File: config.mk
export PLATFORM = sky130hd
export DESIGN_NAME = plid_cell
export DESIGN_NICKNAME = d
export VERILOG_FILES = /design/src/hw/rtl/positional_list_insert_delete_defines.svh /design/src/hw/rtl/plid_pkg.sv /design/src/hw/rtl/plid_cell.sv
export SDC_FILE = /design/constraint.sdc
export NUM_CORES = 1
export LEC_CHECK = 0
export ABC_AREA = 0
export BUFFER_PORTS_ARGS = -buffer_cell sky130_fd_sc_hd__buf_2
export CORE_AREA = 2 2 130 132
export CTS_BUF_LIST = sky130_fd_sc_hd__clkbuf_8
export DETAILED_ROUTE_END_ITERATION = 12
export DIE_AREA = 0 0 132 134
export PLACE_DENSITY_LB_ADDON = 0.08
export SETUP_SLACK_MARGIN = 0.1
export SYNTH_ARGS = -nofsm -noshare
export SYNTH_HDL_FRONTEND = slang
export SYNTH_SLANG_ARGS = --single-unit
File: constraint.sdc
create_clock -name i_clk -period 12.1 [get_ports i_clk]
set_clock_uncertainty 0.15 [all_clocks]
set_input_delay 1.815 -clock i_clk [delete_from_list [all_inputs] [get_ports i_clk]]
set_output_delay 1.815 -clock i_clk [all_outputs]
set_load 0.01 [all_outputs]
File: src/hw/rtl/positional_list_insert_delete_defines.svh
// Assertion macros for the positional list block.
`ifndef POSITIONAL_LIST_INSERT_DELETE_DEFINES_SVH
`define POSITIONAL_LIST_INSERT_DELETE_DEFINES_SVH

`ifndef SYNTH

// The expression must hold at every clock edge outside reset.
`define PLID_ASSERT_ALWAYS(label, clk, rst_n, expr) \
    label: assert property (@(posedge clk) disable iff (!rst_n) (expr)) \
        else $error("%m: assertion failed");

// The consequent must hold in the cycle after the antecedent.
`define PLID_ASSERT_NEXT(label, clk, rst_n, ante, cons) \
    label: assert property (@(posedge clk) disable iff (!rst_n) (ante) |=> (cons)) \
        else $error("%m: assertion failed");

`else

`define PLID_ASSERT_ALWAYS(label, clk, rst_n, expr)
`define PLID_ASSERT_NEXT(label, clk, rst_n, ante, cons)

`endif

`endif

File: src/hw/rtl/plid_pkg.sv
`timescale 1ns / 1ps

package plid_pkg;

    localparam int VALUE_W = 64;
    localparam int POS_W   = 8;
    localparam int COUNT_W = 8;

    localparam logic KIND_INSERT = 1'b0;
    localparam logic KIND_DELETE = 1'b1;

    typedef enum logic [1:0] {
        ST_OK      = 2'd0,
        ST_BAD_POS = 2'd1,
        ST_FULL    = 2'd2
    } t_status;

    typedef struct packed {
        logic               kind;
        logic [POS_W-1:0]   position;
        logic [VALUE_W-1:0] entry_value;
    } t_in;

    typedef struct packed {
        t_status            status;
        logic [VALUE_W-1:0] removed_value;
        logic [COUNT_W-1:0] entry_count;
    } t_out;

    typedef struct packed {
        logic             ins;
        logic             del;
        logic [POS_W-1:0] pos;
    } t_cell_cmd;

endpackage

File: src/hw/rtl/plid_cell.sv
`timescale 1ns / 1ps

module plid_cell #(
    parameter int ENTRY_WIDTH = 64,
    parameter int INDEX       = 0,
    parameter int IDX_W       = 7
) (
    input  logic                    i_clk,
    input  plid_pkg::t_cell_cmd     i_cmd,
    input  logic [ENTRY_WIDTH-1:0]  i_new,
    input  logic [ENTRY_WIDTH-1:0]  i_left,
    input  logic [ENTRY_WIDTH-1:0]  i_right,
    output logic [ENTRY_WIDTH-1:0]  o_data,
    output logic [ENTRY_WIDTH-1:0]  o_tap
);

    localparam int CW = ((IDX_W > plid_pkg::POS_W) ? IDX_W : plid_pkg::POS_W) + 1;
    localparam logic [CW-1:0] IDX0 = CW'(INDEX);
    localparam logic [CW-1:0] IDX1 = CW'(INDEX + 1);

    logic [ENTRY_WIDTH-1:0] r_data;
    logic [ENTRY_WIDTH-1:0] n_data;
    logic [CW-1:0]          pos_e;
    logic                   here;
    logic                   past;
    logic                   at_or_past;

    always_comb begin
        pos_e      = CW'(i_cmd.pos);
        here       = (IDX1 == pos_e);
        past       = (IDX0 >= pos_e);
        at_or_past = (IDX1 >= pos_e);
        n_data     = r_data;
        if (i_cmd.ins) begin
            if (here) begin
                n_data = i_new;
            end else if (past) begin
                n_data = i_left;
            end
        end else if (i_cmd.del && at_or_past) begin
            n_data = i_right;
        end
        o_tap = (i_cmd.del && here) ? r_data : '0;
    end

    always_ff @(posedge i_clk) begin
        r_data <= n_data;
    end

    assign o_data = r_data;

endmodule

==> results of run 1 <==
report_power, final:
part,switching (uW),internal (uW),leakage [uW],total (uW)
Clock,84.5,70.7,0.0000926,155
Sequential,0.646,247,0.000556,248
Combinational,37.8,45.7,0.00260,83.5
metrics by stage:
stage / power, uW / hold WS [ps] / util / cell area [um2]
6_report: 486.2 / 1679 / 0.3804 / 6197
5_1_grt: 517.0 / 1669 / 0.3803 / 6195
4_1_cts: 499.6 / 1642 / 0.3801 / 6192
3_5_place_dp: 336.5 / 2031 / 0.3706 / 6037
3_3_place_gp: 334.5 / 2021 / 0.3706 / 6037
2_1_floorplan: 297.0 / 1928 / - / 4234
worst max-delay path: stages:
cell and delay (ps):
buf_2 90, or4_4 570, nor3_4 190, buf_4 460, and2_1 200, buf_2 130
per-layer routing:
metal | vias to the layer above | GRT usage | routed length (um)
met5 | - | 0 | 0
met4 | 0 | 0.06280 | 275
met3 | 15 | 0.04308 | 1135
met2 | 204 | 0.2786 | 7291
met1 | 1907 | 0.1740 | 5513
li1 | 2165 | - | -
worst max path at each step:
stage | to | slack, ps
2_1_floorplan | o_data[0] | 4330
3_3_place_gp | o_tap[26] | 6710
3_5_place_dp | o_tap[51] | 6660
4_1_cts | o_tap[51] | 6650
5_1_grt | o_tap[31] | 6540
6_report | o_tap[8] | 6660
cell families after synthesis:
logic type | Yosys count | synth area share
buffers and inverters | 35 | 0.04344
AOI/OAI and AO/OA | 128 | 0.1513
and+or+nand+nor | 135 | 0.2001
muxes | 64 | 0.1513
DFF | 64 | 0.4539
Yosys cell counts:
library cell	n
a21oi_1	128
and2_1	64
buf_1	1
buf_6	7
clkbuf_1	26
edfxtp_1	64
inv_1	1
mux2i_1	64
nand2_1	1
nor2_1	1
nor2b_1	64
nor3_1	1
nor3_2	1
or3_1	2
or4_4	1
area by class of cell:
| cell class | instances | area, um2 |
|---|---|---|
| diodes | 2 | 5.005 |
| well taps | 220 | 275.3 |
| clock buffers | 9 | 123.9 |
| flip-flops and latches | 64 | 1922 |
| fillers | 1720 | 10090 |
| repair buffers | 335 | 1692 |
| clock inverters | 7 | 31.28 |
| inverters | 1 | 3.754 |
| multi-input cells | 327 | 2145 |
==> metrics.csv, run 1 <==
metric,value,unit
synth_area_per_cell,9.939,um2
critPathLaunchType,input port,
nNetsFinal,941,
cts_root_buf,clkbuf_8,
period_share,0.4493,
cts_sinks,64,
leakage,0.003252,uW
pre_cts_slack,6656,ps
grt_max_degree,100,
critPathKind,in -> out,
seq_area_frac_synth,0.4539,
required,10140,ps
worst_slack,6663,ps
placed_cells,947,
yosys_warnings,0,
most-common-layout-cells,"buf_2, a21oi_1",
slew_headroom,0.2444,
p_per_area,78.46,nW/um2
grt_overflow,0,
dp.final_hpwl,10690,um
grt_pass1_wl,21270,um
largest_reg_flops,64,
core-area,16290,um2
cts_buffers,9,
synth_cells,426,
timing.fmax,0.1839,GHz
whs_path_depth,3,
rows,47,
start_util,0.2599,
vdd_drop_max,0.03732,mV
drt_iter0_markers,125,
gp_congestion,0.8000,
antenna_found_initial,2,
arrival,3470,ps
min_to,o_data[43],
worst_hold_path_type,in -> reg,
postRouteWirelength,14220,um
synth_top_area_frac,0.4539,
viasPerCell,4.447,
grtUsageTotal,0.1553,
ios,331,
post-route-drc-count,0,
fin_setup_tns,0,ps
ant_nets,0,
grt_pass1_vias,4023,
first_pass_iters,4,
die_h,134,um
vias,4291,
post_route_cells_drive_above_1_share,0.4738,
htreeDepth,3,
ctsHoldBuffers,0,
fin_crit,5437,ps
fin_cells,965,
dieArea,17690,um2
worstMarginPinSlew,1133,ps
critPathCaptureType,primary output,
netlist_top_cells_area,"edfxtp_1, a21oi_1, mux2i_1",
slew_viol_final,0,
clkTransAtPathRegs,70,ps
post_cts.repair.setup_buffers,0,
final_common_cell,buf_2,
status,"complete, no violations",
ctsResizeCount,0,
ys_seq_elements,64,
post_drt_wl_per_cell,14.73,um
yosys.area.top_type,edfxtp_1,
cap_violations,0,
areaGrowthSynthToFinish,46.37,%
setup_violations,0,
syn_nets,629,
worstSetupStartpoint,i_cmd[2],
netlist_area,4234,um2
cts_max_path_buffers,2,
synth.distinct_cells,15,
cts_tree,yes,
hp-start,i_new[43],
hold_violations,0,
io_buffers,330,
crit_fanout,64,
dieWidth,132,um
rsz0062_at_grt,false,
Power figures use the tool's default switching activity.
==> run 2: changes to the inputs <==
==> constraint.sdc (replaced) <==
create_clock -name i_clk -period 4.4 [get_ports i_clk]
set_clock_uncertainty 0.15 [all_clocks]
set_input_delay 0.66 -clock i_clk [delete_from_list [all_inputs] [get_ports i_clk]]
set_output_delay 0.66 -clock i_clk [all_outputs]
set_load 0.01 [all_outputs]
==> run 2 against run 1 <==
  * Flip-flop and latch count unchanged
  * Cell count is 0.21% lower
  * Critical path type unchanged
  * Worst hold slack got worse by 1200 ps
  * Sequential power rose to 2.7 times the previous value
  * Global-route usage about the same
  * Largest cell class unchanged
==> metrics.csv, run 2 (synthesis results as in run 1) <==
metric,value,unit,change
status,"complete, no violations",,unchanged
power.net_switching,350.2,uW,was 122.9 uW
die_h,134,um,unchanged
final_common_cell,buf_2,,unchanged
worstMarginPinSlew,1201,ps,was 1133 ps
critPathKind,in -> out,,unchanged
grt_max_degree,86,,was 100
switching_share,0.2385,,was 0.2528
postRouteWirelength,14410,um,"was 14,220 um"
post_cts.repair.setup_buffers,0,,unchanged
critPathLaunchType,input port,,unchanged
nNetsFinal,941,,unchanged
grt_pass1_vias,4153,,"was 4,023"
n_fill_cell,1689,,"was 1,720"
antenna_found_initial,0,,was 2
post_drt_wl_per_cell,14.96,um,was 14.73 um
hold_violations,0,,unchanged
crit_chain,buf_2 -> or4_4 -> nor3_4 -> buf_4 -> and2_1 -> buf_2,,unchanged
largest_reg_flops,64,,unchanged
required,3590,ps,"was 10,140 ps"
slew_viol_final,0,,unchanged
viasPerCell,4.469,,was 4.447
core-area,16290,um2,unchanged
htreeDepth,3,,unchanged
p_int,1118,uW,was 363.3 uW
first_pass_iters,4,,unchanged
critical_path.slowest_cell,or4_4,,unchanged
dp.final_hpwl,10850,um,"was 10,690 um"
cts_max_path_buffers,2,,unchanged
arrival,2370,ps,was 3470 ps
clkTransAtPathRegs,80,ps,was 70 ps
cap_violations,0,,unchanged
setup_violations,0,,unchanged
clkPwrFrac,0.378,,was 0.319
period_share,0.7226,,
cpMostUsedCell,buf_2,,unchanged
crit_buf_inv,3,,unchanged
slew_headroom,0.1996,,was 0.2444
gp_congestion,0.8417,,was 0.8000
fin_setup_tns,0,ps,unchanged
worst_hold_path_type,in -> reg,,unchanged
rows,47,,unchanged
critPathMaxStageDelay,580,ps,was 570 ps
leakage,0.003264,uW,was 0.003252 uW
vias,4304,,"was 4,291"
ctsHoldBuffers,0,,unchanged
start_util,0.2599,,unchanged
min_to,o_data[18],,was o_data[43]
critPathCaptureType,primary output,,unchanged
grt_pass1_wl,21330,um,"was 21,270 um"
seq_power_share,0.464,,was 0.509
cp_top_family,simple AND/OR/NAND/NOR gates,,unchanged
dieArea,17690,um2,unchanged
cts_sinks,64,,unchanged
drt_iter0_markers,127,,was 125
most-common-layout-cells,"buf_2, a21oi_1",,unchanged
hp-start,i_new[18],,was i_new[43]
cts_root_buf,clkbuf_8,,unchanged
power_frac_comb,0.159,,was 0.172
grtUsageTotal,0.1552,,was 0.1553
whs_path_depth,3,,unchanged
post_route_cells_drive_above_1_share,0.4738,,unchanged
io_buffers,330,,unchanged
power,1468,uW,was 486.2 uW
ios,331,,unchanged
timing.fmax,0.3145,GHz,
post-route-drc-count,0,,unchanged
p_per_area,234.8,nW/um2,was 78.46 nW/um2
areaGrowthSynthToFinish,47.70,%,was 46.37%
crit_fanout,64,,unchanged
dieWidth,132,um,unchanged
diodes,0,,was 2
rsz0062_at_grt,false,,unchanged
cts_buffers,9,,unchanged
cts_tree,yes,,unchanged
ant_nets,0,,unchanged
vdd_drop_max,0.1581,mV,was 0.03732 mV
ctsResizeCount,0,,unchanged
fin_crit,3179,ps,
grt_overflow,0,,unchanged
## run 2: changes by cell type in the layout (fill, tap and decap cells not counted), sizes merged
cell      delta
bufinv       +2
clkinv       -2
clkinvlp     +2
diode        -2
inv          -2
## run 2: worst max path at each step
stage                end  slack (ps)     start  cells after the start
2_1_floorplan  o_data[0]         700  i_cmd[9]                      5
3_3_place_gp   o_tap[62]        1230  i_cmd[2]                      6
3_5_place_dp   o_tap[62]        1180  i_cmd[2]                      6
4_1_cts        o_tap[62]        1180  i_cmd[2]                      6
5_1_grt        o_tap[62]        1110  i_cmd[2]                      6
6_report       o_tap[62]        1220  i_cmd[2]                      6
## run 2: power groups by stage
stage / Combinational (uW) / Clock (uW) / Sequential [uW]
floorplan: 122 / 0 / 695
global placement: 229 / 0 / 694
detailed placement: 235 / 0 / 694
CTS: 235 / 578 / 681
global route: 264 / 598 / 681
finish: 233 / 555 / 681
## run 2: routing by layer
metal,wire (um),global-route usage,vias to the layer above
met5,0,0,-
met4,244,0.05676,0
met3,1139,0.03930,18
met2,7394,0.2925,206
met1,5632,0.1672,1929
li1,-,-,2151
## run 2: area by class of cell
cell class              instances  area, um2  area share
inverters                       1      3.754   0.0006002
multi-input cells             327       2151      0.3439
clock buffers                   9      123.9     0.01981
repair buffers                335       1692      0.2705
well taps                     220      275.3     0.04402
clock inverters                 7      86.33     0.01381
flip-flops and latches         64       1922      0.3073
## run 2: per-stage QoR
stage	hold slack [ps]	area, um2	util	worst slack (ps)	std cells
floorplan	773.3	4245	-	700.4	426
global placement	865.7	6043	0.3710	1230	947
detailed placement	875.2	6043	0.3710	1184	947
CTS	490.5	6254	0.3839	1183	963
global route	508.8	6254	0.3839	1112	963
finish	517.8	6254	0.3839	1221	963
==> run 3: changes to the inputs <==
--- a/config.mk
+++ b/config.mk
@@ -5,12 +5,12 @@
 export SDC_FILE = /design/constraint.sdc
 export NUM_CORES = 1
 export LEC_CHECK = 0
-export ABC_AREA = 0
+export ABC_AREA = 1
 export BUFFER_PORTS_ARGS = -buffer_cell sky130_fd_sc_hd__buf_2
-export CORE_AREA = 2 2 130 132
+export CORE_MARGIN = 2
+export CORE_UTILIZATION = 30
 export CTS_BUF_LIST = sky130_fd_sc_hd__clkbuf_8
 export DETAILED_ROUTE_END_ITERATION = 12
-export DIE_AREA = 0 0 132 134
 export PLACE_DENSITY_LB_ADDON = 0.08
 export SETUP_SLACK_MARGIN = 0.1
 export SYNTH_ARGS = -nofsm -noshare
==> constraint.sdc (replaced) <==
create_clock -name i_clk -period 3.3 [get_ports i_clk]
set_clock_uncertainty 0.15 [all_clocks]
set_input_delay 0.495 -clock i_clk [delete_from_list [all_inputs] [get_ports i_clk]]
set_output_delay 0.495 -clock i_clk [all_outputs]
set_load 0.01 [all_outputs]
==> run 3 against run 2 <==
  * Synthesized cell count grew 64%
  * Flip-flop and latch count is the same
  * Total power grew 28%
  * Cell count grew 28%
  * Clock power grew 20%
  * Clock-buffer cell count is the same
  * Critical endpoint is now o_tap[48]
  * Die area shrank 3.5%
  * Synthesized area grew 14%
==> metrics.csv, run 3 <==
metric,value,unit,change
synth_edf_count,64,,unchanged
gp_congestion,0.7847,,was 0.8417
netlist_area,4812,um2,was 4234 um2
ios,331,,unchanged
p_per_area,286.0,nW/um2,was 234.8 nW/um2
worst_hold_path_type,in -> reg,,unchanged
ant_nets,0,,unchanged
period_share,0.7378,,
arrival,1790,ps,was 2370 ps
grt_pass1_vias,4888,,"was 4,153"
rsz0062_at_grt,false,,unchanged
fin_cells,1230,,was 963
start_util,0.3051,,was 0.2599
leakage,0.004202,uW,was 0.003264 uW
synth_most_common_cell,inv_1,,was a21oi_1
multi_input_area,1707,um2,was 2151 um2
grtUsageTotal,0.1924,,was 0.1552
largest_reg_flops,64,,unchanged
grt_overflow,0,,unchanged
cts_max_path_buffers,2,,unchanged
n_fill_cell,1787,,"was 1,689"
io_buffers,330,,unchanged
fin_setup_tns,0,ps,unchanged
ctsHoldBuffers,0,,unchanged
cts_root_buf,clkbuf_8,,unchanged
cts_sinks,64,,unchanged
hp-start,i_right[30],,was i_new[18]
cts_buffers,9,,unchanged
yosys_warnings,0,,unchanged
first_pass_iters,5,,was 4
areaGrowthSynthToFinish,36.30,%,was 47.70%
critPathMaxStageDelay,350,ps,was 580 ps
synth_top_area_frac,0.3994,,was 0.4539
setup_violations,0,,unchanged
post_cts.repair.setup_buffers,0,,unchanged
final_common_cell,buf_2,,unchanged
post_route_cells_drive_above_1_share,0.3554,,was 0.4738
critPathKind,in -> out,,unchanged
synth-simple-area-share,0.3523,,was 0.2001
critPathCaptureType,primary output,,unchanged
grt_pass1_wl,24740,um,"was 21,330 um"
critPathLaunchType,input port,,unchanged
timing.fmax,0.4107,GHz,
worstSetupStartpoint,i_cmd[5],,was i_cmd[2]
dieArea,17070,um2,"was 17,690 um2"
synth_top_family_by_area,simple AND/OR/NAND/NOR gates,,unchanged
synth_area_per_cell,6.884,um2,was 9.939 um2
synthMuxAreaShare,0,,was 0.1513
syn_nets,902,,was 629
synth_cells,699,,was 426
final_util,0.4159,,was 0.3839
hold_violations,0,,unchanged
crit_fanout,33,,was 64
vdd_drop_max,0.1423,mV,was 0.1581 mV
cpMostUsedCell,buf_2,,unchanged
seq_area_frac_synth,0.3994,,was 0.4539
htreeDepth,3,,unchanged
cap_violations,0,,unchanged
clkTransAtPathRegs,80,ps,about the same
ctsResizeCount,0,,unchanged
antenna_found_initial,1,,was 0
fin_crit,2435,ps,
rows,46,,was 47
die_h,130.7,um,was 134 um
yosys.area_share.xor_xnor,0,,unchanged
post_drt_wl_per_cell,13.87,um,was 14.96 um
netlist_top_cells_area,"edfxtp_1, inv_1, nand2_1",,"was edfxtp_1, a21oi_1, mux2i_1"
post-route-drc-count,0,,unchanged
dieWidth,130.7,um,was 132 um
slew_viol_final,0,,unchanged
ys_seq_elements,64,,unchanged
placed_cells,1213,,was 947
drt_iter0_markers,290,,was 127
core-area,15770,um2,"was 16,290 um2"
dominantRegCellSynth,edfxtp_1,,unchanged
seq_area,1922,um2,unchanged
crit_chain,buf_2 -> inv_1 -> nand2_2 -> nor2_4 -> nand3_4 -> buf_12 -> nor2_1 -> buf_2,,was buf_2 -> or4_4 -> nor3_4 -> buf_4 -> and2_1 -> buf_2
critical_path.slowest_cell,nand3_4,,was or4_4
synth_fa_ha_area_frac,0,,unchanged
synthArstFlopShare,0,,unchanged
vias,5136,,"was 4,304"
viasPerCell,4.176,,was 4.469
cts_tree,yes,,unchanged
most-common-layout-cells,"buf_2, inv_1, nand2_1",,"was buf_2, a21oi_1"
nNetsFinal,1211,,was 941
status,"complete, no violations",,unchanged
slew_headroom,0.4982,,was 0.1996
power,1876,uW,was 1468 uW
dp.final_hpwl,12200,um,"was 10,850 um"
synth.distinct_cells,18,,was 15
grt_max_degree,65,,was 86
yosys.area.top_type,edfxtp_1,,unchanged
synth-compound-area-share,0,,was 0.1513
postRouteWirelength,17070,um,"was 14,410 um"
synthTopCellsByCount,"inv_1, nand2_1, nand3_1",,"was a21oi_1, and2_1, edfxtp_1, mux2i_1, nor2b_1"
worstMarginPinSlew,752.8,ps,was 1201 ps
required,2650,ps,was 3590 ps
## run 3: changes by cell type in the layout (fill, tap and decap cells not counted), sizes merged, moves of 66 or more
cell,previous run,this run
a21oi,128,0
inv,1,201
nand2,1,197
nand3,0,130
nor2,1,67
## run 3: final timing paths
kind / end / slack [ps] / depth (start not counted)
min: o_data[30] / 260 / 3
max: o_tap[48] / 870 / 8
## run 3: area by class of cell
cell class,count,share of cell area
antenna,1,0.0003815
clock buffer,9,0.01889
clock inverter,7,0.008203
inverter,200,0.1145
multi-input combinational,396,0.2602
sequential,64,0.2930
tap,216,0.04121
timing repair buffer,337,0.2636
## run 3: cell families after synthesis
kind of cell           count (synthesis)
flip-flops                            64
buffers and inverters                239
AND/OR/NAND/NOR                      396
## run 3: power breakdown
part           switching [uW]  total [uW]  internal, uW
Clock                     331         666           335
Combinational             158         302           145
Sequential               2.43         907           905
## run 3: stage by stage
step                area (um2)  hold slack [ps]  setup WS (ps)
floorplan                 4823            530.9          254.3
global placement          6379            616.5          852.6
detailed placement        6379            618.7          799.7
CTS                       6556            227.1          793.6
global route              6559            245.2          673.3
finish                    6559            259.0          865.3
## run 3: worst max-delay path, delay by kind of cell
family | cells | cell delay [ps]
simple gates | 4 | 670
buf+inv | 4 | 610
## run 3: per-layer routing
layer,vias up,GRT usage,share of wire
met1,2214,0.2315,0.41
met4,0,0.07134,0.014
met5,-,0,0
met3,14,0.04357,0.088
li1,2683,-,-
met2,225,0.3364,0.49
